## src/sv/trre_pkg.sv

```systemverilog
// Package for the timed rule relay engine: sizes, request codes, rule record,
// controller states and the command and status structs. No dependencies.
package trre_pkg;

  localparam int RULES      = 16;
  localparam int MAX_RELAYS = 32;
  localparam int DIN_BITS   = 8;
  localparam int IDX_W      = $clog2(RULES);
  localparam int CNT_W      = $clog2(RULES + 1);
  localparam int REL_W      = $clog2(MAX_RELAYS);
  localparam int CFG_W      = 6;
  localparam int CFG_IDX_W  = 2;
  localparam logic [15:0] MS_PER_S = 16'd1000;

  localparam logic [CFG_IDX_W-1:0] CFG_RULE_COUNT  = 2'd0;
  localparam logic [CFG_IDX_W-1:0] CFG_RELAY_COUNT = 2'd1;
  localparam logic [CFG_IDX_W-1:0] CFG_INPUT_COUNT = 2'd2;

  localparam logic REQ_EVAL  = 1'b0;
  localparam logic REQ_WRITE = 1'b1;

  localparam logic [1:0] ACT_ON  = 2'd0;
  localparam logic [1:0] ACT_OFF = 2'd1;

  localparam logic [1:0] PRES_PRESENT = 2'd1;
  localparam logic [1:0] PRES_ABSENT  = 2'd2;

  typedef struct packed {
    logic        req_type;
    logic [31:0] now_ms;
    logic [7:0]  din_bits;
    logic [1:0]  presence;
    logic [3:0]  rule_index;
    logic        rule_enabled;
    logic [1:0]  rule_trigger;
    logic [1:0]  rule_action;
    logic [2:0]  rule_channel;
    logic [4:0]  rule_target;
    logic [31:0] rule_hold_ms;
    logic [15:0] rule_linger_s;
  } req_t;

  typedef struct packed {
    logic [31:0] relay_bits;
    logic        rule_kept;
  } rsp_t;

  typedef struct packed {
    logic        en;
    logic        src;
    logic        want_inactive;
    logic [1:0]  action;
    logic [2:0]  channel;
    logic [4:0]  target;
    logic [31:0] hold_ms;
    logic [15:0] linger_s;
  } rule_t;

  typedef enum logic [2:0] {
    ST_IDLE, ST_WRITE, ST_PASS1, ST_PASS2, ST_DONE, ST_OUT
  } state_t;

  typedef struct packed {
    logic             load;
    logic             do_write;
    logic             do_pass1;
    logic             do_pass2;
    logic             finish;
    logic [IDX_W-1:0] idx;
  } cmd_t;

  typedef struct packed {
    logic is_write;
    logic [CNT_W-1:0] n_rules;
  } sts_t;

endpackage

```

## src/sv/trre_if.sv

```systemverilog
// Valid/ready channel interface carrying one payload type.
// The payload types come from trre_pkg at instantiation.
interface trre_if #(type T = logic);
  logic valid;
  logic ready;
  T     data;
  modport source (output valid, output data, input ready);
  modport sink (input valid, input data, output ready);
endinterface

```

## src/sv/timed_rule_relay_engine.sv

```systemverilog
// Timed rule relay engine. An evaluate transaction walks the rules twice, one
// rule per cycle. One transaction is in work at a time and the relay mask
// reports the state after that transaction.
// Depends on trre_pkg, trre_if, trre_ctrl and trre_dp.
module timed_rule_relay_engine (
  input  logic       clk,
  input  logic       rst_n,
  input  logic       cfg_we,
  input  logic [1:0] cfg_index,
  input  logic [5:0] cfg_data,
  trre_if.sink       in_ch,
  trre_if.source     out_ch
);
  import trre_pkg::*;

  cmd_t cmd;
  sts_t sts;
  rsp_t rsp;

  trre_ctrl u_ctrl (
    .clk, .rst_n,
    .in_valid (in_ch.valid), .in_ready (in_ch.ready),
    .out_valid(out_ch.valid), .out_ready(out_ch.ready),
    .sts, .cmd
  );

  trre_dp u_dp (
    .clk, .rst_n, .cfg_we, .cfg_index, .cfg_data,
    .req(in_ch.data), .cmd, .sts, .rsp
  );

  assign out_ch.data = rsp;
endmodule

```

## src/sv/trre_ctrl.sv

```systemverilog
// Controller of the rule engine: sequences rule writes and the two
// evaluation passes over the table. Depends on trre_pkg.
module trre_ctrl (
  input  logic                clk,
  input  logic                rst_n,
  input  logic                in_valid,
  output logic                in_ready,
  output logic                out_valid,
  input  logic                out_ready,
  input  trre_pkg::sts_t      sts,
  output trre_pkg::cmd_t      cmd
);
  import trre_pkg::*;

  state_t           state_r, state_nxt;
  logic [IDX_W-1:0] idx_r, idx_nxt;

  always_ff @(posedge clk) begin
    if (!rst_n) begin
      state_r <= ST_IDLE;
      idx_r   <= '0;
    end else begin
      state_r <= state_nxt;
      idx_r   <= idx_nxt;
    end
  end

  always_comb begin
    state_nxt = state_r;
    idx_nxt   = idx_r;
    cmd       = '0;
    cmd.idx   = idx_r;
    in_ready  = 1'b0;
    out_valid = 1'b0;
    unique case (state_r)
      ST_IDLE: begin
        in_ready = rst_n;
        if (in_valid && rst_n) begin
          cmd.load  = 1'b1;
          state_nxt = ST_WRITE;
          idx_nxt   = '0;
        end
      end
      ST_WRITE: begin
        if (sts.is_write) begin
          cmd.do_write = 1'b1;
          state_nxt    = ST_DONE;
        end else if (sts.n_rules == '0) begin
          state_nxt = ST_DONE;
        end else begin
          state_nxt = ST_PASS1;
        end
      end
      ST_PASS1: begin
        cmd.do_pass1 = 1'b1;
        if ({1'b0, idx_r} == sts.n_rules - 1'b1) begin
          idx_nxt   = '0;
          state_nxt = ST_PASS2;
        end else begin
          idx_nxt = idx_r + 1'b1;
        end
      end
      ST_PASS2: begin
        cmd.do_pass2 = 1'b1;
        if ({1'b0, idx_r} == sts.n_rules - 1'b1) begin
          state_nxt = ST_DONE;
        end else begin
          idx_nxt = idx_r + 1'b1;
        end
      end
      ST_DONE: begin
        cmd.finish = 1'b1;
        state_nxt  = ST_OUT;
      end
      ST_OUT: begin
        out_valid = 1'b1;
        if (out_ready) begin
          state_nxt = ST_IDLE;
        end
      end
      default: state_nxt = ST_IDLE;
    endcase
  end
endmodule

```

## src/sv/trre_dp.sv

```systemverilog
// Datapath of the rule engine: rule table, per-rule timing state, relay
// state and result register. Depends on trre_pkg.
module trre_dp (
  input  logic              clk,
  input  logic              rst_n,
  input  logic              cfg_we,
  input  logic [1:0]        cfg_index,
  input  logic [5:0]        cfg_data,
  input  trre_pkg::req_t    req,
  input  trre_pkg::cmd_t    cmd,
  output trre_pkg::sts_t    sts,
  output trre_pkg::rsp_t    rsp
);
  import trre_pkg::*;

  rule_t       table_r [RULES];
  logic [RULES-1:0] cact_r, qual_r, ling_r;
  logic [31:0] since_r [RULES];
  logic [31:0] until_r [RULES];
  logic [31:0] relay_r, force_r, force_nxt, request_r, request_nxt;
  logic        kept_r;
  req_t        req_r;
  logic [4:0]  rule_count_r;
  logic [5:0]  relay_count_r;
  logic [3:0]  input_count_r;
  logic [CNT_W-1:0] n_rules;
  logic [6:0]  nrel;

  rule_t       ru, wr;
  logic        in_range, met, was, q, cact_n, qual_n, ling_n, bit_v;
  logic [31:0] since_n, until_n, held, ldiff;
  logic [31:0] delay_ms;

  assign n_rules = (rule_count_r > 5'(RULES)) ? CNT_W'(RULES) : CNT_W'(rule_count_r);
  assign nrel    = (relay_count_r > 6'(MAX_RELAYS)) ? 7'(MAX_RELAYS) : {1'b0, relay_count_r};
  assign sts.is_write = req_r.req_type == REQ_WRITE;
  assign sts.n_rules  = n_rules;
  assign rsp.relay_bits = relay_r;
  assign rsp.rule_kept  = kept_r;

  assign ru       = table_r[cmd.idx];
  assign in_range = ru.en && ({2'b0, ru.target} < nrel);
  assign bit_v    = (32'(ru.channel) < 32'(DIN_BITS)) && req_r.din_bits[ru.channel];
  assign delay_ms = 32'(ru.linger_s) * 32'(MS_PER_S);
  assign held     = req_r.now_ms - since_r[cmd.idx];

  always_comb begin
    if (ru.src == 1'b0) begin
      met = ru.want_inactive ? (req_r.presence == PRES_ABSENT) :
                               (req_r.presence == PRES_PRESENT);
    end else begin
      met = ru.want_inactive ? !bit_v : bit_v;
    end
    cact_n  = cact_r[cmd.idx];
    qual_n  = qual_r[cmd.idx];
    ling_n  = ling_r[cmd.idx];
    since_n = since_r[cmd.idx];
    until_n = until_r[cmd.idx];
    was     = qual_r[cmd.idx];
    q       = 1'b0;
    ldiff   = '0;
    force_nxt   = force_r;
    request_nxt = request_r;
    if (!in_range) begin
      cact_n = 1'b0; qual_n = 1'b0; ling_n = 1'b0;
      since_n = '0; until_n = '0;
    end else begin
      if (met) begin
        if (!cact_r[cmd.idx]) begin
          cact_n  = 1'b1;
          since_n = req_r.now_ms;
        end
        q = (cact_r[cmd.idx] ? held : 32'd0) >= ru.hold_ms;
        qual_n = q;
        if (q && ru.action == ACT_ON) ling_n = 1'b0;
      end else begin
        cact_n = 1'b0;
        qual_n = 1'b0;
        if (ru.action == ACT_ON && was) begin
          if (ru.linger_s != '0) begin
            ling_n  = 1'b1;
            until_n = req_r.now_ms + delay_ms;
          end else begin
            ling_n = 1'b0;
          end
        end
      end
      ldiff = req_r.now_ms - until_n;
      if (ru.action == ACT_OFF && qual_n) force_nxt[ru.target] = 1'b1;
      if (ru.action == ACT_ON) begin
        if (ling_n && !ldiff[31]) ling_n = 1'b0;
        if (qual_n || ling_n) request_nxt[ru.target] = 1'b1;
      end
    end
  end

  always_comb begin
    wr.en            = req_r.rule_enabled;
    wr.src           = req_r.rule_trigger[0];
    wr.want_inactive = req_r.rule_trigger[1];
    wr.action        = req_r.rule_action;
    wr.channel       = req_r.rule_channel;
    wr.target        = req_r.rule_target;
    wr.hold_ms       = req_r.rule_hold_ms;
    wr.linger_s      = req_r.rule_linger_s;
    if (wr.action > ACT_OFF) wr.en = 1'b0;
    if (wr.src && ({1'b0, wr.channel} >= input_count_r)) wr.en = 1'b0;
    if ({2'b0, wr.target} >= nrel) wr.en = 1'b0;
  end

  always_ff @(posedge clk) begin
    if (!rst_n) begin
      rule_count_r  <= '0;
      relay_count_r <= '0;
      input_count_r <= '0;
    end else if (cfg_we) begin
      unique case (cfg_index)
        CFG_RULE_COUNT:  rule_count_r  <= cfg_data[4:0];
        CFG_RELAY_COUNT: relay_count_r <= cfg_data;
        CFG_INPUT_COUNT: input_count_r <= cfg_data[3:0];
        default: ;
      endcase
    end
  end

  always_ff @(posedge clk) begin
    if (cmd.load) req_r <= req;
  end

  always_ff @(posedge clk) begin
    if (!rst_n) begin
      for (int i = 0; i < RULES; i++) begin
        table_r[i] <= '0;
        since_r[i] <= '0;
        until_r[i] <= '0;
      end
      cact_r    <= '0;
      qual_r    <= '0;
      ling_r    <= '0;
      relay_r   <= '0;
      force_r   <= '0;
      request_r <= '0;
      kept_r    <= 1'b0;
    end else begin
      if (cmd.load) begin
        force_r   <= '0;
        request_r <= '0;
        kept_r    <= 1'b0;
      end
      if (cmd.do_write) begin
        table_r[req_r.rule_index] <= wr;
        kept_r <= wr.en;
      end
      if (cmd.do_pass1) begin
        cact_r[cmd.idx]  <= cact_n;
        qual_r[cmd.idx]  <= qual_n;
        ling_r[cmd.idx]  <= ling_n;
        since_r[cmd.idx] <= since_n;
        until_r[cmd.idx] <= until_n;
        force_r   <= force_nxt;
        request_r <= request_nxt;
      end
      if (cmd.do_pass2) begin
        if (ru.en && ru.action == ACT_ON && ({2'b0, ru.target} < nrel) &&
            force_r[ru.target]) begin
          ling_r[cmd.idx]  <= 1'b0;
          until_r[cmd.idx] <= '0;
        end
      end
      if (cmd.finish && !sts.is_write) begin
        relay_r <= request_r & ~force_r;
      end
    end
  end
endmodule

```

## src/flat_wrapper.sv

```systemverilog
// flat-port wrapper written by rule: the top's interface ports become plain ports
module timed_rule_relay_engine_flat import trre_pkg::*;
  (clk, rst_n, cfg_we, cfg_index, cfg_data, in_ch_valid, in_ch_data, in_ch_ready, out_ch_valid, out_ch_data, out_ch_ready);
  trre_if #(.T(req_t)) in_ch_i ();
  trre_if #(.T(rsp_t)) out_ch_i ();
  input  logic clk;
  input  logic rst_n;
  input  logic cfg_we;
  input  logic [1:0] cfg_index;
  input  logic [5:0] cfg_data;
  input wire logic [$bits(in_ch_i.valid)-1:0] in_ch_valid;
  input wire logic [$bits(in_ch_i.data)-1:0] in_ch_data;
  output wire logic [$bits(in_ch_i.ready)-1:0] in_ch_ready;
  output wire logic [$bits(out_ch_i.valid)-1:0] out_ch_valid;
  output wire logic [$bits(out_ch_i.data)-1:0] out_ch_data;
  input wire logic [$bits(out_ch_i.ready)-1:0] out_ch_ready;
  assign in_ch_i.valid = in_ch_valid;
  assign in_ch_i.data = in_ch_data;
  assign in_ch_ready = in_ch_i.ready;
  assign out_ch_valid = out_ch_i.valid;
  assign out_ch_data = out_ch_i.data;
  assign out_ch_i.ready = out_ch_ready;
  timed_rule_relay_engine u_core (.clk(clk), .rst_n(rst_n), .cfg_we(cfg_we), .cfg_index(cfg_index), .cfg_data(cfg_data), .in_ch(in_ch_i), .out_ch(out_ch_i));
endmodule
```

## config.mk

```make
export PLATFORM = sky130hd
export DESIGN_NAME = timed_rule_relay_engine_flat
export DESIGN_NICKNAME = d
export VERILOG_FILES = /design/src/sv/trre_pkg.sv /design/src/sv/trre_if.sv /design/src/sv/timed_rule_relay_engine.sv /design/src/sv/trre_ctrl.sv /design/src/sv/trre_dp.sv /design/src/flat_wrapper.sv
export SDC_FILE = /design/constraint.sdc
export NUM_CORES = 2
export LEC_CHECK = 0
export ABC_AREA = 0
export BUFFER_PORTS_ARGS = -buffer_cell sky130_fd_sc_hd__buf_2
export CORE_ASPECT_RATIO = 0.6
export CORE_MARGIN = 2
export CORE_UTILIZATION = 55
export DETAILED_ROUTE_END_ITERATION = 8
export PLACE_DENSITY = 0.71
export SLEW_MARGIN = 5
export SYNTH_ARGS = -nofsm -noshare
export SYNTH_HDL_FRONTEND = slang
export SYNTH_SLANG_ARGS = --single-unit
```

## constraint.sdc

```tcl
create_clock -name clk -period 24.2 [get_ports clk]
set_input_delay 2.42 -clock clk [delete_from_list [all_inputs] [get_ports clk]]
set_output_delay 2.42 -clock clk [all_outputs]
set_load 0.05 [all_outputs]
```

### Word-level counts from Yosys, hierarchy flattened

Memory sizes are Yosys's and may differ from the RTL's. A register that Yosys moved wholly into a read port is not among the register bits.
Index checks and enable logic that the tools add are counted.

* bits of input ports: 121
* RAM bits: 2000
* register bits after elaboration: 275
* memories kept: 3
* output and inout bits: 35
* word-level logic and storage cells: 217

* $lt $le $gt $ge: 12
* $mul: 1
* eq/ne operators: 20
* add/subtract/negate cells: 5
* reduce and logical (&&, ||, !) cells: 35
* bitwise logic cells: 7
* muxes and demuxes: 110

Memory list
* u_core.u_dp.table_r: depth 16, bits a word 61, read ports 1, clocked after Yosys merged registers in 1, write ports 16, RTL line trre_dp.sv:16 `rule_t table_r [RULES];`
* u_core.u_dp.since_r: depth 16, bits a word 32, read ports 1, clocked after Yosys merged registers in 1, write ports 16, RTL line trre_dp.sv:18 `logic [31:0] since_r [RULES];`
* u_core.u_dp.until_r: depth 16, bits a word 32, read ports 1, clocked after Yosys merged registers in 1, write ports 16, RTL line trre_dp.sv:19 `logic [31:0] until_r [RULES];`

Operator list (count)
* $mux 32: 20
* $mux 16: 4
* $or 32x32->32: 2
* $reduce_or 32->1: 2
* $sub 32x32->32: 2
* $mux 61: 1
* $reduce_or 61->1: 1
* $mux 1: 53
* $bwmux 16: 3
* $mux 4: 12
* $add 32x26->32: 1
* $and 32x32->32: 1
* $ge 32x32->1: 1
* $not 32->32: 1
* $mul 16x7->23 const B: 1
* $mux 3: 6
* $ne 2x2->1 const B: 9
* $pmux 3 s6: 1
* $and 16x16->16: 1
* $not 16->16: 1
* $reduce_bool 16->1: 1
* $logic_and 1x1->1: 13
* $bmux 1 s4: 3
* $pmux 4 s3: 1
* 36 further kinds: 49

### Longest topological paths before layout

* depth in word-level cells: 21
* gate-level depth with buffers: 57
* gate-level depth less buffers: 43

### Modules after synthesis

From an unflattened synthesis, not the netlist that was laid out.

* cells, all modules: 7426
* area total of the unflattened synthesis: 106649.8 µm²

Modules (own cells, without submodules)
* trre_dp: area each 106066.7 µm², sequential area each 66503.8 µm², cells each 7350, times used 1
* trre_ctrl: area each 583.1 µm², sequential area each 140.1 µm², cells each 76, times used 1

### Worst setup path before layout

Ideal clock, no wire load.

* path kind: flip-flop to flip-flop
* start point: register (tool-made name)
* end point: register u_core.u_dp.ling_r[10]
* arrival time: 12467 ps
* buffers on the path: 15
* slack: 11607 ps
* stages on the path, launching flop included: 57
* required time: 24074 ps
* clock period less this slack: 12593 ps
* library setup time: 126 ps
* path through: dfxtp_1 buf_4 buf_4 buf_2 buf_2 clkbuf_1 buf_4 buf_2 buf_2 buf_2 buf_2 clkbuf_1 buf_1 buf_1 mux2_2 o21ai_0 inv_1 ha_1 (+21 left out) a21oi_1 nor3b_1 xnor2_1 clkbuf_1 a21o_1 ha_1 nand4_1 nor2_1 a21oi_1 o211ai_1 a31oi_1 o211ai_1 o21ai_0 a21oi_4 xor2_1 o2111ai_1 clkbuf_1 o21ai_1

RTL lines
* end signal: indexed assignment: RTL line trre_dp.sv:157 `ling_r[cmd.idx] <= ling_n;`
* end: declaration: RTL line trre_dp.sv:17 `logic [RULES-1:0] cact_r, qual_r, ling_r;`

==> impl_metrics.ini <==
[timing]
worst_slack_ns = 10.35
finalClockSkew_ns = 0.0748
fmax_mhz = 72.2
worstMarginPinSlew_ns = 1.29
slew_viol_final = 0
finalCriticalPeriod_ns = 13.85
rsz0062_at_grt = no
finalHoldViolCount = 0
setup-violations-final = 0
period_share_pct = 57.2
relSlewSlack_pct = 13.6
fin_setup_tns_ns = 0

[global_routing]
grtUsageTotal_pct = 32.4
grt_start_max_net_pins = 78
antenna_found_initial = 9
grt_first_pass_wirelength_mm = 455
grt_overflow = 0
grt_pass1_vias = 64600

[logic_synthesis]
yosysSeqAreaShare_pct = 62.9
synth_cell_types = 79
synth_cells = 7334
synth_warnings = 0
synth_flop_cell = edfxtp_1
synthesis.nets = 7707
synth.avg_cell_area_um2 = 14.5
netlist_area_um2 = 106000
synth-edff-count = 2108
ys_ff_latch = 2279
synthArstFlopShare_pct = 0

[clocking]
cts_resized = 0
cts_max_level = 4
clock_sinks = 2279
ctsHoldBuffers = 0
clock_latency_ns = 0.87
cts_tree = built
post-cts-setup-buffers = 0
cts_inserted_buffers = 210
clk_path_buf_depth = 4
path_clk_slew_ns = 0.06
cts_root_buffer = clkbuf_16

[min_path]
min_path_cells = 2
hp-start = u_core.u_dp.qual_r[1]
holdPathEnd = u_core.u_dp.qual_r[1]
hp-class = flip-flop to flip-flop

[placed_design]
dp_hpwl_mm = 187
place_congestion = 0.901
dp_slack_ns = 10.68
io_buffers = 155
dp.cells = 9663

[setup_path]
slowest_stage = o2111ai_1
cp_data_arrival_time_ns = 14.53
cpMostUsedCell = fa_1
crit_path_max_incr_delay_ns = 1.02
rrSetupSlack_ns = 10.35
cp_data_required_time_ns = 24.88
startpoint_type = flip-flop
reg2reg_depth = 39
timing.rr.end = u_core.u_dp.ling_r[14]
worstSetupPathType = flip-flop to flip-flop
worstPathMaxFanout = 38
cp-end-kind = flip-flop

[power]
p_per_area_nw_per_um2 = 84.8
leakagePower_nw = 40.6
netSwitchingPower_w = 0.00285
comb_power_share_pct = 21.3
clockPowerShare_pct = 32.9
p_seq_share_pct = 45.8
p_int_w = 0.00701
vdd_drop_max_mv = 0.124
switching_share_pct = 28.9
report.power.total_w = 0.00986

[routing]
wl_mm = 318
drc = 0
drtIter0Drc = 11000
post_drt_wl_per_cell_um = 31.6
drt_pass1_iterations = 6
viasPerCell = 6.60
vias = 66300
ant_nets = 0

[run]
drv_cap = 0

[layout]
fin_util_pct = 60.8
area_growth_pct = 9.54
final-seq-area_um2 = 66700
fin_cells = 10000
multi_input_area_um2 = 36800
n_fill_cell = 14200
final_layout_size_suffix_gt1_share_pct = 18.8
final_common_cell = edfxtp_1
mostFrequentLayoutCells = edfxtp_1, nor2_1, and2_1, mux4_2, clkbuf_16
nets = 7665

[floorplanning]
ios = 156
die_w_um = 571
rows = 124
die_h_um = 344
initial_core_util_pct = 55.5
dieArea_um2 = 197000
core_um2 = 191000

[status]
status = finished clean
## cells by family after synthesis
family,count (synthesis),synth area share [%]
buffers and inverters,802,2.96
xor gates and xnor gates,72,0.601
DFF,2279,62.9
AOI/OAI and AO/OA,538,3.47
muxes,761,14.4
adders and majority gates,252,3.37
and+or+nand+nor,2630,12.3
## worst max-delay path: cells and delay by family (launching register included)
family,cells,cell delay (ns)
compound gates,16,4.57
buf+inv,5,1.46
simple gates,7,2.22
mux,2,1.17
xor+xnor,2,0.31
fa+ha+maj,7,3.24
flops,1,0.57
## layer usage
metal	GRT usage (%)	vias to the layer above	part of all wire, %
met5	0	-	0.014
met4	7.83	6	2.5
met3	10.1	568	15
met2	45.5	5126	43
met1	49.3	33700	40
li1	-	26900	-
## power by group through the flow
stage          clock network (W)  registers (W)  logic, W
2_1_floorplan                  0        0.00456   0.00148
3_3_place_gp                   0        0.00459   0.00202
3_5_place_dp                   0        0.00460   0.00205
4_1_cts                  0.00325        0.00451   0.00206
5_1_grt                  0.00340        0.00452   0.00226
6_report                 0.00325        0.00452   0.00210
## synth_stat cells, drive strengths merged, types with 55 or more instances
library cell	n	share of area (%)
a21oi	105	0.51
a22o	65	0.54
and2	879	5.2
and3	72	0.42
buf	124	0.56
clkbuf	473	1.7
dfxtp	171	3.2
edfxtp	2108	60
fa	56	1.1
ha	196	2.3
inv	203	0.72
mux2	55	0.58
mux2i	100	0.95
mux4	606	13
nand2	202	0.71
nand2b	63	0.37
nor2	1134	4.0
nor3	57	0.28
o21ai	105	0.50
## sequential cells by signal, summed over array words and instances (netlist names), named ones only
register	flops
u_core.u_dp.table_r	976
u_core.u_dp.request_r	32
u_core.u_dp.req_r	107
u_core.u_dp.ling_r	16
u_core.u_dp.kept_r	1
u_core.u_ctrl.state_r	3
u_core.u_dp.since_r	512
u_core.u_dp.force_r	32
u_core.u_dp.rule_count_r	5
u_core.u_dp.relay_r	32
u_core.u_dp.cact_r	16
u_core.u_dp.sts	1
u_core.u_dp.qual_r	16
u_core.u_dp.relay_count_r	6
u_core.u_dp.until_r	512
u_core.u_dp.input_count_r	4
u_core.u_ctrl.idx_r	4
## how the worst max path moves through the flow
stage,to,slack [ns]
final,u_core.u_dp.ling_r[14],10.35
after global routing,u_core.u_dp.ling_r[1],9.40
after CTS,u_core.u_dp.ling_r[14],10.62
after detailed placement,u_core.u_dp.ling_r[14],10.68
after global placement,u_core.u_dp.ling_r[14],10.90
after floorplan,u_core.u_dp.ling_r[10],11.61
## final cells by class
type	count	area share, %
antenna	12	0.0258
clock inverter	119	0.776
clock buffer	254	4.77
timing repair buffer	343	1.89
multi-input combinational	4253	31.7
inverter	205	0.673
sequential	2279	57.4
tap	2583	2.78
## per-stage QoR
| stage | hold WS [ns] | instance area (um^2) |
|---|---|---|
| CTS | 0.458 | 116000 |
| global placement | 0.432 | 110000 |
| detailed placement | 0.444 | 110000 |
| floorplan | 0.420 | 106000 |
| finish | 0.454 | 116000 |
| global route | 0.475 | 116000 |
No activity file was read; power rests on OpenSTA's default activity.
